**src/rtl/core/mwtg_pkg.sv**
```systemverilog
`timescale 1ns / 1ps

package mwtg_pkg;

    localparam int WAVE_LEN = 64;
    localparam int WAVE_AW  = 6;
    localparam int ROM_LEN  = 74;
    localparam int ROM_AW   = 7;

    localparam logic [7:0] NOTE_BASE  = 8'h21;
    localparam logic [3:0] STAT_ON    = 4'h9;
    localparam logic [3:0] STAT_OFF   = 4'h8;
    localparam logic [7:0] STEP2_FROM = 8'd50;
    localparam logic [7:0] STEP4_FROM = 8'd62;

    localparam logic REQ_TICK = 1'b0;
    localparam logic REQ_BYTE = 1'b1;

    typedef enum logic [2:0] {
        PH_STATUS   = 3'd0,
        PH_ON_NOTE  = 3'd1,
        PH_ON_VEL   = 3'd2,
        PH_OFF_NOTE = 3'd3,
        PH_OFF_VEL  = 3'd4
    } phase_t;

    typedef struct packed {
        logic       req_type;
        logic [7:0] midi_byte;
        logic       frame_error;
        logic       wave_select;
    } item_t;

    typedef struct packed {
        logic       pwm_high;
        logic [7:0] duty;
        logic       led_on;
        logic       sounding;
    } result_t;

    typedef struct packed {
        logic               reload;
        logic               shark;
        logic [WAVE_AW-1:0] idx;
        logic [7:0]         pwm_cnt;
        logic               running;
        logic               led;
    } wave_req_t;

    localparam logic [15:0] PERIOD_ROM [ROM_LEN] = '{
        16'h11c1, 16'h10c2, 16'h0fd2, 16'h0eee, 16'h0e18, 16'h0d4d, 16'h0c8e, 16'h0bda,
        16'h0b2f, 16'h0a8f, 16'h09f7, 16'h0968, 16'h08e1, 16'h0861, 16'h07e9, 16'h0777,
        16'h070c, 16'h06a7, 16'h0647, 16'h05ed, 16'h0598, 16'h0547, 16'h04fc, 16'h04b4,
        16'h0470, 16'h0431, 16'h03f4, 16'h03bc, 16'h0386, 16'h0353, 16'h0324, 16'h02f6,
        16'h02cc, 16'h02a4, 16'h027e, 16'h025a, 16'h0238, 16'h0218, 16'h01fa, 16'h01de,
        16'h01c3, 16'h01aa, 16'h0192, 16'h017b, 16'h0166, 16'h0152, 16'h013f, 16'h012d,
        16'h011c, 16'h010c,
        16'h01fa, 16'h01de, 16'h01c3, 16'h01aa, 16'h0192, 16'h017b, 16'h0166, 16'h0152,
        16'h013f, 16'h012d, 16'h011c, 16'h010c,
        16'h01fa, 16'h01de, 16'h01c3, 16'h01aa, 16'h0192, 16'h017b, 16'h0166, 16'h0152,
        16'h013f, 16'h012d, 16'h011c, 16'h010c
    };

    localparam logic [7:0] TRI_TABLE [WAVE_LEN] = '{
        8'd128, 8'd136, 8'd144, 8'd152, 8'd160, 8'd168, 8'd176, 8'd184,
        8'd192, 8'd200, 8'd208, 8'd216, 8'd224, 8'd232, 8'd240, 8'd248,
        8'd255, 8'd248, 8'd240, 8'd232, 8'd224, 8'd216, 8'd208, 8'd200,
        8'd192, 8'd184, 8'd176, 8'd168, 8'd160, 8'd152, 8'd144, 8'd136,
        8'd128, 8'd120, 8'd112, 8'd104, 8'd96,  8'd88,  8'd80,  8'd72,
        8'd64,  8'd56,  8'd48,  8'd40,  8'd32,  8'd24,  8'd16,  8'd8,
        8'd0,   8'd8,   8'd16,  8'd24,  8'd32,  8'd40,  8'd48,  8'd56,
        8'd64,  8'd72,  8'd80,  8'd88,  8'd96,  8'd104, 8'd112, 8'd120
    };

    localparam logic [7:0] SHARK_TABLE [WAVE_LEN] = '{
        8'd112, 8'd119, 8'd126, 8'd133, 8'd140, 8'd147, 8'd154, 8'd161,
        8'd168, 8'd175, 8'd182, 8'd189, 8'd196, 8'd203, 8'd210, 8'd217,
        8'd255, 8'd248, 8'd240, 8'd232, 8'd224, 8'd216, 8'd208, 8'd200,
        8'd192, 8'd184, 8'd176, 8'd168, 8'd160, 8'd152, 8'd144, 8'd136,
        8'd128, 8'd120, 8'd112, 8'd104, 8'd96,  8'd88,  8'd80,  8'd72,
        8'd64,  8'd56,  8'd48,  8'd40,  8'd32,  8'd24,  8'd16,  8'd8,
        8'd0,   8'd7,   8'd14,  8'd21,  8'd28,  8'd35,  8'd42,  8'd49,
        8'd56,  8'd63,  8'd70,  8'd77,  8'd84,  8'd91,  8'd98,  8'd105
    };

endpackage

```
**src/rtl/core/mwtg_ctrl.sv**
```systemverilog
`timescale 1ns / 1ps

module mwtg_ctrl #(
    parameter int TABLE_SIZE = 64,
    parameter int NOTE_COUNT = 74
) (
    input  logic                clk,
    input  logic                rst_n,
    input  logic                fire,
    input  mwtg_pkg::item_t     item,
    output mwtg_pkg::wave_req_t wreq
);
    import mwtg_pkg::*;

    localparam int WPW = $clog2(TABLE_SIZE);

    phase_t         phase_reg, phase_next;
    logic [7:0]     note_reg, note_next;
    logic [15:0]    period_reg, period_next;
    logic           run_reg, run_next;
    logic [15:0]    tone_reg, tone_next;
    logic [7:0]     pwm_reg, pwm_next;
    logic [WPW-1:0] pos_reg, pos_next;
    logic [WPW-1:0] npos_reg, npos_next;
    logic           led_reg, led_next;
    logic           reload;

    logic [7:0]        idx;
    logic              idx_ok;
    logic [ROM_AW-1:0] rom_addr;
    logic              is_byte;
    logic              st_on;
    logic              st_off;
    logic [WPW:0]      step;
    logic [WPW:0]      npos_sum;

    assign is_byte  = (item.req_type == REQ_BYTE);
    assign idx      = item.midi_byte - NOTE_BASE;
    assign idx_ok   = idx < 8'(NOTE_COUNT);
    assign rom_addr = (idx < 8'(ROM_LEN)) ? ROM_AW'(idx) : ROM_AW'(ROM_LEN - 1);
    assign st_on    = !item.frame_error && (item.midi_byte[7:4] == STAT_ON);
    assign st_off   = !item.frame_error && (item.midi_byte[7:4] == STAT_OFF);

    // parser next phase
    always_comb
    begin
        phase_next = phase_reg;
        if (is_byte)
        begin
            case (phase_reg)
                PH_ON_NOTE:  phase_next = PH_ON_VEL;
                PH_ON_VEL:   phase_next = PH_STATUS;
                PH_OFF_NOTE: phase_next = PH_OFF_VEL;
                PH_OFF_VEL:  phase_next = PH_STATUS;
                default:
                begin
                    if (st_on)
                        phase_next = PH_ON_NOTE;
                    else if (st_off)
                        phase_next = PH_OFF_NOTE;
                    else
                        phase_next = PH_STATUS;
                end
            endcase
        end
    end

    always_comb
    begin
        if (note_reg < STEP2_FROM)
            step = (WPW+1)'(1);
        else if (note_reg < STEP4_FROM)
            step = (WPW+1)'(2);
        else
            step = (WPW+1)'(4);
    end

    assign npos_sum = {1'b0, npos_reg} + step;

    // parser actions and timers
    always_comb
    begin
        note_next   = note_reg;
        period_next = period_reg;
        run_next    = run_reg;
        tone_next   = tone_reg;
        pwm_next    = pwm_reg;
        pos_next    = pos_reg;
        npos_next   = npos_reg;
        led_next    = led_reg;
        reload      = 1'b0;
        if (is_byte)
        begin
            case (phase_reg)
                PH_ON_NOTE:
                begin
                    note_next = idx;
                    if (idx_ok)
                    begin
                        period_next = PERIOD_ROM[rom_addr];
                        run_next    = 1'b1;
                    end
                    else
                    begin
                        run_next  = 1'b0;
                        tone_next = '0;
                        pwm_next  = '0;
                    end
                end
                PH_ON_VEL, PH_OFF_NOTE, PH_OFF_VEL:
                begin
                end
                default:
                begin
                    if (st_on)
                        led_next = 1'b1;
                    else if (st_off)
                    begin
                        led_next  = 1'b0;
                        run_next  = 1'b0;
                        tone_next = '0;
                        pwm_next  = '0;
                    end
                end
            endcase
        end
        else if (run_reg)
        begin
            if (tone_reg == period_reg)
            begin
                tone_next = '0;
                pos_next  = npos_reg;
                if (npos_sum >= (WPW+1)'(TABLE_SIZE))
                    npos_next = '0;
                else
                    npos_next = npos_sum[WPW-1:0];
            end
            else
                tone_next = tone_reg + 16'd1;
            pwm_next = pwm_reg + 8'd1;
            reload   = (pwm_reg == 8'hff);
        end
    end

    always_ff @(posedge clk or negedge rst_n)
    begin
        if (!rst_n)
        begin
            phase_reg  <= PH_STATUS;
            note_reg   <= '0;
            period_reg <= '0;
            run_reg    <= 1'b0;
            tone_reg   <= '0;
            pwm_reg    <= '0;
            pos_reg    <= '0;
            npos_reg   <= WPW'(1);
            led_reg    <= 1'b0;
        end
        else if (fire)
        begin
            phase_reg  <= phase_next;
            note_reg   <= note_next;
            period_reg <= period_next;
            run_reg    <= run_next;
            tone_reg   <= tone_next;
            pwm_reg    <= pwm_next;
            pos_reg    <= pos_next;
            npos_reg   <= npos_next;
            led_reg    <= led_next;
        end
    end

    assign wreq.reload  = reload;
    assign wreq.shark   = item.wave_select;
    assign wreq.idx     = WAVE_AW'(pos_next);
    assign wreq.pwm_cnt = pwm_next;
    assign wreq.running = run_next;
    assign wreq.led     = led_next;

endmodule

```
**src/rtl/core/mwtg_wave.sv**
```systemverilog
`timescale 1ns / 1ps

module mwtg_wave (
    input  logic                clk,
    input  logic                rst_n,
    input  logic                fire,
    input  mwtg_pkg::wave_req_t wreq,
    output mwtg_pkg::result_t   result
);
    import mwtg_pkg::*;

    logic [7:0] tbl_q;
    logic [7:0] duty_reg;
    logic       reload_reg;
    logic [7:0] pwm_reg;
    logic       run_reg;
    logic       led_reg;
    logic [7:0] duty_cur;

    // wave table read, registered
    always_ff @(posedge clk)
    begin
        if (fire)
        begin
            if (wreq.shark)
                tbl_q <= SHARK_TABLE[wreq.idx];
            else
                tbl_q <= TRI_TABLE[wreq.idx];
        end
    end

    // table data forwarded on the beat that reloads the duty
    assign duty_cur = reload_reg ? tbl_q : duty_reg;

    always_ff @(posedge clk or negedge rst_n)
    begin
        if (!rst_n)
        begin
            duty_reg   <= '0;
            reload_reg <= 1'b0;
            pwm_reg    <= '0;
            run_reg    <= 1'b0;
            led_reg    <= 1'b0;
        end
        else if (fire)
        begin
            duty_reg   <= duty_cur;
            reload_reg <= wreq.reload;
            pwm_reg    <= wreq.pwm_cnt;
            run_reg    <= wreq.running;
            led_reg    <= wreq.led;
        end
    end

    assign result.pwm_high = run_reg && (pwm_reg <= duty_cur);
    assign result.duty     = duty_cur;
    assign result.led_on   = led_reg;
    assign result.sounding = run_reg;

endmodule

```
**src/rtl/core/midi_wavetable_tone_generator_unit.sv**
```systemverilog
`timescale 1ns / 1ps
// latency: a result is valid on the cycle after its beat is accepted
// throughput: one item per cycle while result_ready is high
// the wave table read (registered memory) is forwarded into the result stage
// reset: parser waits for a status byte, timers stopped and cleared, led off

module midi_wavetable_tone_generator_unit #(
    parameter int TABLE_SIZE = 64,
    parameter int NOTE_COUNT = 74
) (
    input  logic              clk,
    input  logic              rst_n,
    input  logic              item_valid,
    output logic              item_ready,
    input  mwtg_pkg::item_t   item,
    output logic              result_valid,
    input  logic              result_ready,
    output mwtg_pkg::result_t result
);
    import mwtg_pkg::*;

    logic      fire;
    logic      rvalid_reg;
    wave_req_t wreq;

    assign item_ready   = !rvalid_reg || result_ready;
    assign fire         = item_valid && item_ready;
    assign result_valid = rvalid_reg;

    always_ff @(posedge clk or negedge rst_n)
    begin
        if (!rst_n)
            rvalid_reg <= 1'b0;
        else if (item_ready)
            rvalid_reg <= item_valid;
    end

    mwtg_ctrl #(
        .TABLE_SIZE (TABLE_SIZE),
        .NOTE_COUNT (NOTE_COUNT)
    ) u_ctrl (
        .clk   (clk),
        .rst_n (rst_n),
        .fire  (fire),
        .item  (item),
        .wreq  (wreq)
    );

    mwtg_wave u_wave (
        .clk    (clk),
        .rst_n  (rst_n),
        .fire   (fire),
        .wreq   (wreq),
        .result (result)
    );

endmodule

```
**config.mk**
```make
export PLATFORM = sky130hd
export DESIGN_NAME = midi_wavetable_tone_generator_unit
export DESIGN_NICKNAME = d
export VERILOG_FILES = /design/src/rtl/core/mwtg_pkg.sv /design/src/rtl/core/mwtg_ctrl.sv /design/src/rtl/core/mwtg_wave.sv /design/src/rtl/core/midi_wavetable_tone_generator_unit.sv
export SDC_FILE = /design/constraint.sdc
export NUM_CORES = 1
export LEC_CHECK = 0
export BUFFER_PORTS_ARGS = -buffer_cell sky130_fd_sc_hd__buf_2
export CAP_MARGIN = 25
export CORE_ASPECT_RATIO = 1.2
export CORE_MARGIN = 3
export CORE_UTILIZATION = 40
export DETAILED_ROUTE_END_ITERATION = 8
export PLACE_DENSITY = 0.54
export SYNTH_ARGS = -nofsm -noshare
export SYNTH_HDL_FRONTEND = slang
export SYNTH_HIERARCHICAL = 1
export SYNTH_SLANG_ARGS = --single-unit
```
**constraint.sdc**
```tcl
create_clock -name clk -period 3.4 [get_ports clk]
set_input_delay 0.34 -clock clk [delete_from_list [all_inputs] [get_ports clk]]
set_output_delay 0.34 -clock clk [all_outputs]
set_load 0.05 [all_outputs]
```
# After elaboration in Yosys (flattened, before gate mapping)
# Memories as Yosys holds them, arrays and structs flattened. A register that Yosys moved wholly into a read port is not among the register bits.
# Cells that the tools add are included.
[op_classes]
n_reduce_logical = 21
n_eq_ne = 13
n_addsub = 4
magnitude_cmp = 6
bitwise = 5
muxes = 39
[ops]
columns = ["cell", "n"]
rows = [
  ["2-to-1 mux 16 bit", 6],
  ["2-to-1 mux 8 bit", 11],
  ["one-hot mux 16 bit (2 select lines)", 1],
  ["2-to-1 mux 6 bit", 4],
  ["adder 16 x 1 -> 16 bit (second input constant)", 1],
  ["equality test 16 bit", 1],
  ["< comparator 8 x 6 -> 1 bit (second input constant)", 2],
  ["one-hot mux 8 bit (2 select lines)", 1],
  [">= comparator 7 bit (second input constant)", 2],
  ["2-to-1 mux 7 bit", 2],
  ["AND reduction 4 bit", 3],
  ["2-to-1 mux 1 bit", 9],
  ["one-hot mux 3 bit (3 select lines)", 1],
  ["adder 8 x 1 -> 8 bit (second input constant)", 1],
  ["equality test 4 bit (second input constant)", 2],
  ["equality test 8 bit (second input constant)", 1],
  ["less-or-equal comparator 8 bit", 1],
  ["< comparator 8 x 7 -> 1 bit (second input constant)", 1],
  ["inverter 7 -> 8 bit", 1],
  ["subtractor 8 x 6 -> 8 bit (second input constant)", 1],
  ["adder 6 x 7 -> 7 bit", 1],
  ["inverter 6 -> 7 bit", 1],
  ["equality test 3 x 2 -> 1 bit (second input constant)", 2],
  ["2-to-1 mux 3 bit", 2],
  ["19 further kinds", 30],
]
[word_totals]
word_cells = 103
register_bits = 67
rom_bits = 3072
input_bits = 15
n_memories = 3
out_inout_bits = 13
[mem_list]
columns = ["name", "depth", "width", "read_ports", "rd_clocked_by_memory_dff", "write_ports", "line_no", "source"]
rows = [
  ["(name not given)", 128, 16, 1, 1, 0, "mwtg_ctrl.sv:100", "period_next = PERIOD_ROM[rom_addr];"],
  ["(name not given)", 64, 8, 1, 0, 0, "mwtg_wave.sv:28", "tbl_q <= TRI_TABLE[wreq.idx];"],
  ["(name not given)", 64, 8, 1, 0, 0, "mwtg_wave.sv:26", "tbl_q <= SHARK_TABLE[wreq.idx];"],
]

# Logic depth before layout (Yosys ltp)
[logic_depth]
word_depth = 9
ltp_mapped = 19
depth_no_buf = 15

# Modules after synthesis
# Netlist, hierarchy kept.
[modules_own_cells]
columns = ["module", "n_inst", "area_per_inst_um2", "cells_each", "seq_area_each_um2"]
rows = [
  ["mwtg_ctrl", 1, 5171.2, 631, 1527.7],
  ["mwtg_wave", 1, 1841.8, 188, 715.7],
  ["midi_wavetable_tone_generator_unit", 1, 53.8, 4, 25.0],
]

# Worst setup path before layout
# OpenSTA, ideal clock, no wires.
[synth_path]
kind = "in2reg"
from = "in item[2] (netlist bit)"
to = "reg u_ctrl.period_reg[7]"
setup_time_ns = 0.083
arrival_ns = 4.227
stages = 17
required_ns = 3.317
path_buffers = 4
path_slack_ns = -0.910
path_cell_list = "clkbuf_1 clkbuf_1 inv_1 ha_1 buf_2 or4b_2 nor4b_4 nor3_1 nand2_1 nand2b_1 ha_1 clkbuf_1 inv_1 mux4_2 a211oi_1 a311oi_1 o21ai_0"
[synth_between]
elab_chain_len = 4
word_cells_on_any_way = 5
cone_classes = "1 x add/sub; 1 x order compare; 1 x mux; 1 x bitwise; 1 x reduce/logical"
[synth_rtl]
columns = ["item", "line_no", "source"]
rows = [
  ["start: declaration", "midi_wavetable_tone_generator_unit.sv:15", "input mwtg_pkg::item_t item,"],
  ["subtractor 8 x 6 -> 8 bit *", "mwtg_ctrl.sv:38", "assign idx = item.midi_byte - NOTE_BASE;"],
  ["< comparator 8 x 7 -> 1 bit", "mwtg_ctrl.sv:39, mwtg_ctrl.sv:40", ""],
  ["2-to-1 mux 7 bit", "mwtg_ctrl.sv:40", "assign rom_addr = (idx < 8'(ROM_LEN)) ? ROM_AW'(idx) : ROM_AW'(ROM_LEN - 1);"],
  ["inverter 7 -> 8 bit (not written as such)", "mwtg_ctrl.sv:100", ""],
  ["end: declaration", "mwtg_ctrl.sv:19", "logic [15:0] period_reg, period_next;"],
]
# Every way passes the cells marked *; elsewhere a longest branch is shown, timed or not.
# A chain may end at the register's enable or synchronous reset.

==> flow_summary.ini <==
[outcome]
status = completed

[worst_setup_path]
cp-end-kind = flop
timing.rr.end = u_wave/tbl_q[4]$_DFFE_PP_
path_class = reg -> reg
cp_max_fo = 7
r2r_cells = 11
r2r_start = u_ctrl/tone_reg[8]$_DFFE_PN0P_
worst_ep_required_time_ps = 3500
worst_path_max_delay_cell = nor4_1
arrival_ps = 3360
rrSetupSlack_ps = 140
slowest_delay_ps = 530
cp-start-kind = flop
crit_chain = xor2_1 -> nor4_1 -> nand4_1 -> buf_4 -> mux2_2 -> inv_1 -> ha_1 -> o21bai_1 -> a311oi_2 -> a311oi_1 -> a31o_1

[yosys]
yosys_warnings = 6
syn_area_sq_mm = 0.00707
ys_seq_elements = 89
synth_common_cells = nand2_1, dfrtp_1, o21ai_0
syn_area_per_cell_sq_um = 8.59
synth_cell_type_count = 87
synth.area.top_cells = dfrtp_1, ha_1, mux2_2
yosysSeqAreaShare = 0.321
synthArstFlopShare = 0.910
synth_nets = 874
netlist.top_cell.by_area = dfrtp_1
synthCells = 823
synth_edf_count = 8
ys.flop_type = dfrtp_1
synth_most_common_cell = nand2_1
synth_top_area_frac = 0.283

[clock_tree]
clkTransAtPathRegs_ps = 70
post_cts_buffers = 0
cts_buffer_depth = 2
numCtsBuffers = 9
cts.htree.levels = 3
cts_tree = done
cts.sinks = 89
insertion_delay_ps = 350
root_buffer = clkbuf_16

[placement]
preCtsSetupSlack_ps = -149
dp_hpwl_um = 15700
place_area_sq_mm = 0.00794
port_buffers = 27
gp_congestion = 0.973

[timing]
hold_ws_ps = 195
setup_viol = 0
slew_headroom = 0.525
finalHoldViolCount = 0
fmax_mhz = 307
setup_slack_ps = 137
slew_violations = 0
rsz0062_at_grt = no
fin_worst_skew_ps = 8.67
min_period_over_period = 0.960
worst_pin_slew_ps = 707
period_minus_slack_ps = 3260

[min_path]
hold_class = in -> reg
holdPathStages = 2
min_to = result_valid$_DFFE_PN0P_
hp-start = item_valid

[pwr]
p_per_area_mw_per_mm2 = 415
ir_worst_vdd_mv = 0.243
p_leak_nw = 3.64

[global_route]
grt_pass1_wl_um = 34200
grt_pass1_vias = 6352
track_usage = 0.221
antenna_found_initial = 0
grt_overflow = 0
grt_max_degree = 73

[floorplan]
ios = 28
fp.dieH_um = 152
die_w_um = 127
initial_core_util = 0.413
die_area_sq_mm = 0.0193
core_area_sq_mm = 0.0171
row_count = 52

[job]
cap_violations = 0

[routing]
wire_per_inst_um = 19.0
via_per_inst = 5.96
ant_nets = 0
vias = 6623
dr.pass1.iters = 5
wl_um = 21100
drcViolationCount = 0
drt_iter0_markers = 513

[final_layout]
final_util = 0.484
largest_register_ffs = 16
drive_gt1_frac = 0.239
syn_to_final_growth_pct = 17.2
final_area_sq_mm = 0.00828
diodes = 0
nNetsFinal = 942
[what timing repair did]
action / CTS / global route
hold endpoints to repair: 0 / 3
gates resized for setup: 0 / 1
setup endpoints to repair: 0 / 1
hold buffers: 0 / 1
[routing by layer]
layer,GRT usage,up-vias,share of wire
li1,-,3167,-
met5,0,-,0
met2,0.353,231,0.46
met3,0.0326,61,0.054
met1,0.297,3164,0.45
met4,0.101,0,0.042
[cells in the final DEF, fill, tap and decap left out, drive strengths merged, types with 7 or more instances in the layout]
cell type | synthesis | routed
dfrtp | 80 | 80
o21ai | 64 | 64
edfxtp | 8 | 8
nand3 | 22 | 22
xor2 | 13 | 13
mux2 | 38 | 38
or3 | 8 | 8
and3 | 9 | 9
nor3 | 13 | 13
nor2 | 59 | 59
a31oi | 17 | 17
nand2 | 91 | 91
a211oi | 9 | 9
ha | 35 | 35
o311ai | 8 | 8
inv | 26 | 29
mux2i | 16 | 16
nand4 | 10 | 10
buf | 28 | 118
nand2b | 18 | 18
nor2b | 11 | 11
clkbuf | 34 | 9
a221oi | 7 | 7
xnor2 | 16 | 16
a21oi | 50 | 50
o31ai | 16 | 16
[power breakdown]
group	internal [mW]	switching [mW]	leakage, nW
Combinational	0.429	0.689	2.35
Clock	0.518	0.477	0.143
Sequential	1.20	0.118	1.14
[final cells by class]
class                      instances  area, sq um
fill                            1666         8830
tap                              216          270
multi-input combinational        646         4480
clock inverter                     7         72.6
clock buffer                       9          225
sequential                        89         2270
inverter                          26         97.6
timing repair buffer             119          863
[metrics by stage]
stage	power (mW)	TNS, ps	std cells
5_1_grt	3.63	0	1112
3_3_place_gp	2.43	-317	1094
4_1_cts	3.45	0	1110
2_1_floorplan	2.09	-472	823
6_report	3.43	0	1112
3_5_place_dp	2.45	-617	1094
[worst max path at each step]
| stage | slack (ps) | depth (start not counted) | endpoint | from |
|---|---|---|---|---|
| floorplan | -160 | 14 | u_ctrl/period_reg[6]$_DFFE_PN0P_ | item[2] |
| global placement | -90 | 12 | u_ctrl/period_reg[7]$_DFFE_PN0P_ | item[5] |
| detailed placement | -150 | 12 | u_ctrl/period_reg[7]$_DFFE_PN0P_ | item[5] |
| CTS | 120 | 11 | u_wave/tbl_q[4]$_DFFE_PP_ | u_ctrl/tone_reg[8]$_DFFE_PN0P_ |
| global route | 5 | 11 | u_wave/tbl_q[4]$_DFFE_PP_ | u_ctrl/tone_reg[8]$_DFFE_PN0P_ |
| finish | 140 | 11 | u_wave/tbl_q[4]$_DFFE_PP_ | u_ctrl/tone_reg[8]$_DFFE_PN0P_ |
[worst max-delay path: cells and delay by family, from the launching register on]
kind | cells | cell delay [ps]
buffers and inverters | 2 | 340
AO/OA/AOI/OAI | 4 | 770
flip-flops | 1 | 430
XOR/XNOR | 1 | 160
adder cells (fa/ha/maj) | 1 | 280
AND/OR/NAND/NOR | 2 | 690
multiplexers | 1 | 330
[kinds of logic after synthesis]
group | Yosys count | synth area share
AOI/OAI and AO/OA | 241 | 0.227
DFF | 89 | 0.321
xor gates and xnor gates | 29 | 0.0359
buffers and inverters | 88 | 0.0558
adders and majority gates | 36 | 0.0648
and+or+nand+nor | 285 | 0.209
muxes | 55 | 0.0864
(Power assumes the default switching activity.)
